[config.mk]
export PLATFORM = sky130hd
export DESIGN_NAME = vector_l2_ip_distance
export DESIGN_NICKNAME = d
export VERILOG_FILES = /design/src/design/vl2_pkg.sv /design/src/design/vl2_front.sv /design/src/design/vl2_queue.sv /design/src/design/vl2_back.sv /design/src/design/vector_l2_ip_distance.sv
export SDC_FILE = /design/constraint.sdc
export NUM_CORES = 2
export LEC_CHECK = 0
export BUFFER_PORTS_ARGS = -buffer_cell sky130_fd_sc_hd__buf_2
export CORE_ASPECT_RATIO = 1.5
export CORE_MARGIN = 1
export CORE_UTILIZATION = 25
export CTS_CLUSTER_SIZE = 20
export DETAILED_ROUTE_END_ITERATION = 6
export PLACE_DENSITY = 0.43
export SYNTH_ARGS = -nofsm -noshare
export SYNTH_HDL_FRONTEND = slang
export SYNTH_SLANG_ARGS = --single-unit
[constraint.sdc]
create_clock -name clk -period 13.75 [get_ports clk]
set_clock_uncertainty 0.2 [all_clocks]
set_input_delay 1.375 -clock clk [delete_from_list [all_inputs] [get_ports clk]]
set_output_delay 1.375 -clock clk [all_outputs]
set_load 0.1 [all_outputs]
[src/design/vl2_pkg.sv]
package vl2_pkg;

  localparam int ELEM_W      = 16;
  localparam int IO_LANES    = 4;
  localparam int LANES       = 4;
  localparam int CNT_W       = 3;
  localparam int FRAC_BITS   = 12;
  localparam int ACC_W       = 48;
  localparam int OPND_W      = ELEM_W + 1;
  localparam int PROD_W      = 2 * OPND_W;
  localparam int SUM_W       = PROD_W + 2;
  localparam int QUEUE_DEPTH = 4;

  localparam logic [ACC_W-1:0] ONE_VAL = ACC_W'(1) << (2 * FRAC_BITS);

  typedef enum logic {
    MODE_SQDIFF = 1'b0,
    MODE_DOT    = 1'b1
  } metric_t;

  typedef logic signed [ELEM_W-1:0] elem_t;

  typedef struct packed {
    elem_t [IO_LANES-1:0] a;
    elem_t [IO_LANES-1:0] b;
    logic  [IO_LANES-1:0] lane_en;
    logic                 last;
    metric_t              mode;
  } item_t;

endpackage

[src/design/vl2_front.sv]
module vl2_front (
  input  logic                          in_valid,
  output logic                          in_ready,
  input  vl2_pkg::elem_t [vl2_pkg::IO_LANES-1:0] a,
  input  vl2_pkg::elem_t [vl2_pkg::IO_LANES-1:0] b,
  input  logic [vl2_pkg::CNT_W-1:0]     lanes_valid,
  input  logic                          last_item,
  input  vl2_pkg::metric_t              mode,
  output logic                          push_valid,
  input  logic                          push_ready,
  output vl2_pkg::item_t                push_data
);

  logic [vl2_pkg::CNT_W-1:0] n_sat;

  always_comb begin
    if (lanes_valid > vl2_pkg::CNT_W'(vl2_pkg::LANES)) begin
      n_sat = vl2_pkg::CNT_W'(vl2_pkg::LANES);
    end else begin
      n_sat = lanes_valid;
    end
  end

  always_comb begin
    push_data.a    = a;
    push_data.b    = b;
    push_data.last = last_item;
    push_data.mode = mode;
    for (int i = 0; i < vl2_pkg::IO_LANES; i++) begin
      push_data.lane_en[i] = vl2_pkg::CNT_W'(i) < n_sat;
    end
  end

  assign push_valid = in_valid;
  assign in_ready   = push_ready;

endmodule

[src/design/vl2_queue.sv]
module vl2_queue #(
  parameter int DEPTH = vl2_pkg::QUEUE_DEPTH
) (
  input  logic           clk,
  input  logic           rst_n,
  input  logic           push_valid,
  output logic           push_ready,
  input  vl2_pkg::item_t push_data,
  output logic           pop_valid,
  input  logic           pop_ready,
  output vl2_pkg::item_t pop_data
);

  localparam int PTR_W = $clog2(DEPTH);
  localparam int CNT_W = $clog2(DEPTH + 1);

  vl2_pkg::item_t   mem_r [DEPTH];
  logic [PTR_W-1:0] wr_ptr_r, wr_ptr_nxt;
  logic [PTR_W-1:0] rd_ptr_r, rd_ptr_nxt;
  logic [CNT_W-1:0] count_r, count_nxt;
  logic             push, pop;

  assign push_ready = count_r != CNT_W'(DEPTH);
  assign pop_valid  = count_r != '0;
  assign pop_data   = mem_r[rd_ptr_r];
  assign push       = push_valid && push_ready;
  assign pop        = pop_valid && pop_ready;

  always_comb begin
    wr_ptr_nxt = wr_ptr_r;
    rd_ptr_nxt = rd_ptr_r;
    count_nxt  = count_r;
    if (push) begin
      wr_ptr_nxt = (wr_ptr_r == PTR_W'(DEPTH - 1)) ? '0 : wr_ptr_r + PTR_W'(1);
    end
    if (pop) begin
      rd_ptr_nxt = (rd_ptr_r == PTR_W'(DEPTH - 1)) ? '0 : rd_ptr_r + PTR_W'(1);
    end
    if (push && !pop) begin
      count_nxt = count_r + CNT_W'(1);
    end else if (pop && !push) begin
      count_nxt = count_r - CNT_W'(1);
    end
  end

  always_ff @(posedge clk) begin
    if (!rst_n) begin
      wr_ptr_r <= '0;
      rd_ptr_r <= '0;
      count_r  <= '0;
    end else begin
      wr_ptr_r <= wr_ptr_nxt;
      rd_ptr_r <= rd_ptr_nxt;
      count_r  <= count_nxt;
    end
  end

  always_ff @(posedge clk) begin
    if (push) begin
      mem_r[wr_ptr_r] <= push_data;
    end
  end

endmodule

[src/design/vl2_back.sv]
module vl2_back (
  input  logic                      clk,
  input  logic                      rst_n,
  input  logic                      pop_valid,
  output logic                      pop_ready,
  input  vl2_pkg::item_t            pop_data,
  output logic                      out_valid,
  input  logic                      out_ready,
  output logic [vl2_pkg::ACC_W-1:0] out_distance
);

  localparam int AW = vl2_pkg::ACC_W;
  localparam int SW = vl2_pkg::SUM_W;
  localparam int PW = vl2_pkg::PROD_W;
  localparam int OW = vl2_pkg::OPND_W;

  logic                                adv;

  logic                                s1_valid_r;
  logic signed [PW-1:0]                s1_prod_r [vl2_pkg::IO_LANES];
  logic                                s1_last_r;
  vl2_pkg::metric_t                    s1_mode_r;

  logic                                s2_valid_r;
  logic signed [SW-1:0]                s2_sum_r;
  logic                                s2_last_r;
  vl2_pkg::metric_t                    s2_mode_r;

  logic [AW-1:0]                       acc_r, acc_nxt;
  logic [AW-1:0]                       acc_neg_r, acc_neg_nxt;
  logic [AW-1:0]                       sum_ext;
  logic                                out_valid_r;
  logic [AW-1:0]                       out_distance_r;

  logic signed [OW-1:0]                op_x [vl2_pkg::IO_LANES];
  logic signed [OW-1:0]                op_y [vl2_pkg::IO_LANES];
  logic signed [PW-1:0]                prod [vl2_pkg::IO_LANES];
  logic signed [SW-1:0]                sum_c;

  // the pipeline stalls only when a result must land on a full output register
  assign adv       = !(s2_valid_r && s2_last_r && out_valid_r && !out_ready);
  assign pop_ready = adv;

  always_comb begin
    for (int i = 0; i < vl2_pkg::IO_LANES; i++) begin
      if (pop_data.mode == vl2_pkg::MODE_DOT) begin
        op_x[i] = OW'($signed(pop_data.a[i]));
        op_y[i] = OW'($signed(pop_data.b[i]));
      end else begin
        op_x[i] = OW'($signed(pop_data.a[i])) - OW'($signed(pop_data.b[i]));
        op_y[i] = op_x[i];
      end
      prod[i] = pop_data.lane_en[i] ? PW'(op_x[i] * op_y[i]) : '0;
    end
  end

  always_comb begin
    sum_c = '0;
    for (int i = 0; i < vl2_pkg::IO_LANES; i++) begin
      sum_c = sum_c + SW'(s1_prod_r[i]);
    end
  end

  assign sum_ext = AW'(s2_sum_r);

  // acc_neg_r tracks ONE_VAL - acc_r so the inner-product result needs no extra add
  always_comb begin
    acc_nxt     = acc_r;
    acc_neg_nxt = acc_neg_r;
    if (adv && s2_valid_r) begin
      if (s2_last_r) begin
        acc_nxt     = '0;
        acc_neg_nxt = vl2_pkg::ONE_VAL;
      end else begin
        acc_nxt     = acc_r + sum_ext;
        acc_neg_nxt = acc_neg_r - sum_ext;
      end
    end
  end

  always_ff @(posedge clk) begin
    if (!rst_n) begin
      s1_valid_r  <= 1'b0;
      s2_valid_r  <= 1'b0;
      acc_r       <= '0;
      acc_neg_r   <= vl2_pkg::ONE_VAL;
      out_valid_r <= 1'b0;
    end else begin
      if (adv) begin
        s1_valid_r <= pop_valid;
        s2_valid_r <= s1_valid_r;
      end
      acc_r     <= acc_nxt;
      acc_neg_r <= acc_neg_nxt;
      if (adv && s2_valid_r && s2_last_r) begin
        out_valid_r <= 1'b1;
      end else if (out_ready) begin
        out_valid_r <= 1'b0;
      end
    end
  end

  always_ff @(posedge clk) begin
    if (adv) begin
      s1_prod_r <= prod;
      s1_last_r <= pop_data.last;
      s1_mode_r <= pop_data.mode;
      s2_sum_r  <= sum_c;
      s2_last_r <= s1_last_r;
      s2_mode_r <= s1_mode_r;
    end
    if (adv && s2_valid_r && s2_last_r) begin
      if (s2_mode_r == vl2_pkg::MODE_DOT) begin
        out_distance_r <= acc_neg_r - sum_ext;
      end else begin
        out_distance_r <= acc_r + sum_ext;
      end
    end
  end

  assign out_valid    = out_valid_r;
  assign out_distance = out_distance_r;

endmodule

[src/design/vector_l2_ip_distance.sv]
// Channel   Direction  Handshake              Payload
// in_       input      in_valid / in_ready    a/b lanes 0..3, lanes_valid, last_item
// out_      output     out_valid / out_ready  distance (48-bit signed, Q24.24)
// cfg_      input      cfg_wr_en              metric_mode
//
// One transaction per cycle sustained while out_ready does not stall the output;
// a last transaction's result passes the queue, s1, s2 and output registers in turn.
// The 4-lane multiply stage, adder tree and accumulator are each one register stage.
// rst_n is synchronous: clears the queue, pipeline valids, accumulator and mode.
// The input side stalls only when the queue is full; the pipeline stalls only
// when a result meets an output register still waiting on out_ready.
module vector_l2_ip_distance #(
  parameter int QUEUE_DEPTH = vl2_pkg::QUEUE_DEPTH
) (
  input  logic                             clk,
  input  logic                             rst_n,
  input  logic                             in_valid,
  output logic                             in_ready,
  input  logic signed [vl2_pkg::ELEM_W-1:0] in_a_lane0,
  input  logic signed [vl2_pkg::ELEM_W-1:0] in_a_lane1,
  input  logic signed [vl2_pkg::ELEM_W-1:0] in_a_lane2,
  input  logic signed [vl2_pkg::ELEM_W-1:0] in_a_lane3,
  input  logic signed [vl2_pkg::ELEM_W-1:0] in_b_lane0,
  input  logic signed [vl2_pkg::ELEM_W-1:0] in_b_lane1,
  input  logic signed [vl2_pkg::ELEM_W-1:0] in_b_lane2,
  input  logic signed [vl2_pkg::ELEM_W-1:0] in_b_lane3,
  input  logic [vl2_pkg::CNT_W-1:0]        in_lanes_valid,
  input  logic                             in_last_item,
  output logic                             out_valid,
  input  logic                             out_ready,
  output logic signed [vl2_pkg::ACC_W-1:0] out_distance,
  input  logic                             cfg_wr_en,
  input  logic                             cfg_wr_data
);

  vl2_pkg::metric_t metric_mode_r;
  vl2_pkg::elem_t [vl2_pkg::IO_LANES-1:0] a_vec, b_vec;
  vl2_pkg::item_t   push_data, pop_data;
  logic             push_valid, push_ready, pop_valid, pop_ready;
  logic [vl2_pkg::ACC_W-1:0] dist_raw;

  always_ff @(posedge clk) begin
    if (!rst_n) begin
      metric_mode_r <= vl2_pkg::MODE_SQDIFF;
    end else if (cfg_wr_en) begin
      metric_mode_r <= vl2_pkg::metric_t'(cfg_wr_data);
    end
  end

  assign a_vec = {in_a_lane3, in_a_lane2, in_a_lane1, in_a_lane0};
  assign b_vec = {in_b_lane3, in_b_lane2, in_b_lane1, in_b_lane0};

  vl2_front u_front (
    .in_valid    (in_valid),
    .in_ready    (in_ready),
    .a           (a_vec),
    .b           (b_vec),
    .lanes_valid (in_lanes_valid),
    .last_item   (in_last_item),
    .mode        (metric_mode_r),
    .push_valid  (push_valid),
    .push_ready  (push_ready),
    .push_data   (push_data)
  );

  vl2_queue #(
    .DEPTH (QUEUE_DEPTH)
  ) u_queue (
    .clk        (clk),
    .rst_n      (rst_n),
    .push_valid (push_valid),
    .push_ready (push_ready),
    .push_data  (push_data),
    .pop_valid  (pop_valid),
    .pop_ready  (pop_ready),
    .pop_data   (pop_data)
  );

  vl2_back u_back (
    .clk          (clk),
    .rst_n        (rst_n),
    .pop_valid    (pop_valid),
    .pop_ready    (pop_ready),
    .pop_data     (pop_data),
    .out_valid    (out_valid),
    .out_ready    (out_ready),
    .out_distance (dist_raw)
  );

  assign out_distance = $signed(dist_raw);

endmodule

==> metrics <==
grt total ovfl=0; Nets=10100; vias per cell=4.50; IO Port Bufs=187; Syn Area/Cell=10.7 sq um; Clock Path Buffers=3; Seq/Total Area, Yosys=29.1%; Iteration-0 DRC Markers=3016; postcts setup bufs=0; syn nets=9984; clock sinks=869; synthesized area=0.0861 sq mm; Final HPWL DP=218000 microns; DRT antenna net count=0; DRC viols=0; critical hold path startpoint=u_back.s1_last_r; RR Endpoint=u_back.s1_prod_r[98]; commonest non-fill, non-tap cells in the layout=inv_1, fa_1, nor2_1, edfxtp_1, nand2_1; Setup TNS=0 ns; latest clock arrival within the worst-skew pair=0.75 ns; CP Launch Type=flip-flop; Worst-Margin Slew=1.23 ns; CTS tree=yes; Slowest cell on crit path=a21oi_1; MaxCap Viol Count=0; Vias=57500; Worst-path clk slew=0.06 ns; Critical Path Fanout Max=29; starting density of the core=25.1%; FP Rows=263; htree depth=3; share of layout cells above drive strength 1=8.57%; outcome=completed; Final Util=28.1%; GPL Wtd Cong=0.911; Final Hold Fails=0; antenna violations before repair=48; core footprint=0.342 sq mm; fmax=85.6 MHz; hold buffer count at CTS=0; CTS resizes=0; Multi-input gate area=0.0548 sq mm; fin crit share=84.9%; area delta synth->final=11.5%; largest net degree at the start of global routing=116; WHS Endpoint=u_back.s2_last_r; slew margin rel.=17.1%; Die Height=721 microns; Total Wirelength=266000 microns; Hold Path Depth=0; Avg WL per Cell=20.8 microns; Netlist cell types=93; IO Count=188; CP endpoint kind=flip-flop; post-synthesis cell count=8044; crit path kind=flip-flop to flip-flop; first-pass GRT wire length=402000 microns; gr usage total=15.4%; most common cell after layout, fill and taps aside=inv_1; number of detailed-route iterations in the first pass=5; flops & latches, synth=869; CP max stage delay=0.94 ns; die width=481 microns; max-slew violations=0; predominant post-synthesis flop cell=edfxtp_1; Post-synth ARST share=0%; crit-path most repeated cell=fa_1; FILL cells=35900; min-delay worst type=flip-flop to flip-flop; WP data required=14.01 ns; synth warn=0; Worst Path Arrival=11.94 ns; RSZ-0062 raised after global routing=no; WHS=0.222 ns; post-route minimum period=11.68 ns; vias in the first global route=63700; CTS root buffer=clkbuf_16; die area=0.347 sq mm; FF-to-FF setup slack=2.07 ns; endpoints failing setup=0; EDFF count, synth=760; register area=0.0250 sq mm; worst reg2reg path depth=35; CTS buffer count=98
-- registers in the layout, indices dropped and copies added (netlist names), 2 cells and up, named ones only --
name	flops
u_queue.wr_ptr_r	2
u_queue.rd_ptr_r	2
u_back.acc_neg_r	48
u_back.s1_prod_r	136
u_queue.mem_r	536
u_back.acc_r	48
u_back.s2_sum_r	36
u_queue.count_r	3
u_back.out_distance	48
-- final cells by class --
cell class,count,share of cell area (%)
Multi-Input combinational cell,5506,57.1
Sequential cell,869,26.1
Tap cell,4505,5.87
Inverter,1418,5.56
Clock buffer,122,2.72
Timing Repair Buffer,300,1.86
Clock inverter,62,0.787
Antenna cell,11,0.0287
-- synth_stat cells, types with 31 or more instances --
master / n / area [sq um]
and3_1: 41 / 257
mux2i_1: 31 / 310
and2_1: 87 / 544
nor3_1: 71 / 355
nand2b_1: 103 / 644
a21o_1: 188 / 1410
o21ai_0: 210 / 1050
nor2_1: 847 / 3180
or2_2: 40 / 250
edfxtp_1: 760 / 22800
inv_1: 1417 / 5320
a22o_1: 37 / 324
o21a_1: 45 / 338
nor2b_1: 98 / 613
o21bai_1: 34 / 255
a31oi_1: 31 / 194
a22oi_1: 47 / 353
clkbuf_1: 178 / 668
nand2_1: 654 / 2450
ha_1: 538 / 6730
dfxtp_1: 109 / 2180
buf_2: 54 / 270
nand3_1: 57 / 285
xnor2_1: 199 / 1740
fa_1: 1264 / 25300
xor2_1: 85 / 744
a21oi_1: 341 / 1710
mux4_2: 129 / 2910
nand4_1: 32 / 200
-- layer usage --
layer | part of all wire [%] | GRT usage, %
met4 | 4.0 | 5.51
met1 | 42 | 18.8
met3 | 3.1 | 1.61
met5 | 0.018 | 0
met2 | 51 | 27.8
-- how the worst max path moves through the flow --
stage	start	to	slack [ns]	depth (start not counted)
2_1_floorplan	flip-flop	u_back.s1_prod_r[95]	3.47	38
3_3_place_gp	flip-flop	u_back.s1_prod_r[98]	2.15	35
3_5_place_dp	flip-flop	u_back.s1_prod_r[98]	1.98	35
4_1_cts	flip-flop	u_back.s1_prod_r[98]	1.98	35
5_1_grt	flip-flop	u_back.s1_prod_r[98]	1.21	37
6_report	flip-flop	u_back.s1_prod_r[98]	2.07	35
-- metrics by stage --
stage	worst slack [ns]	cell area, sq um	cells
4_1_cts	1.98	96000	12800
3_5_place_dp	1.98	92600	12600
6_report	2.07	96000	12800
2_1_floorplan	3.47	86100	8044
5_1_grt	1.21	96000	12800
3_3_place_gp	2.15	92600	12600
-- cells by family (layout without fill, tap and decap cells) --
| family | after synthesis | count (layout) | synth area share [%] |
|---|---|---|---|
| adders and majority gates | 1802 | 1802 | 37.2 |
| and+or+nand+nor | 2104 | 2104 | 10.9 |
| DFF | 869 | 869 | 29.1 |
| other | 0 | 11 | 0 |
| muxes | 186 | 186 | 4.08 |
| buffers and inverters | 1669 | 1902 | 7.36 |
| AOI/OAI and AO/OA | 1130 | 1130 | 8.52 |
| xor gates and xnor gates | 284 | 284 | 2.89 |
-- worst max-delay path: cells and delay by family, from the launching register on --
| kind | cells | cell delay [ns] |
|---|---|---|
| AOI/OAI and AO/OA | 15 | 4.11 |
| buffers and inverters | 5 | 0.81 |
| xor gates and xnor gates | 1 | 0.15 |
| adders and majority gates | 8 | 3.76 |
| DFF | 1 | 0.79 |
| muxes | 1 | 0.66 |
| and+or+nand+nor | 5 | 0.92 |
Power is left out: the tool's default activity adds up to more than one toggle a clock period on the data nets, which glitch-free logic cannot reach.
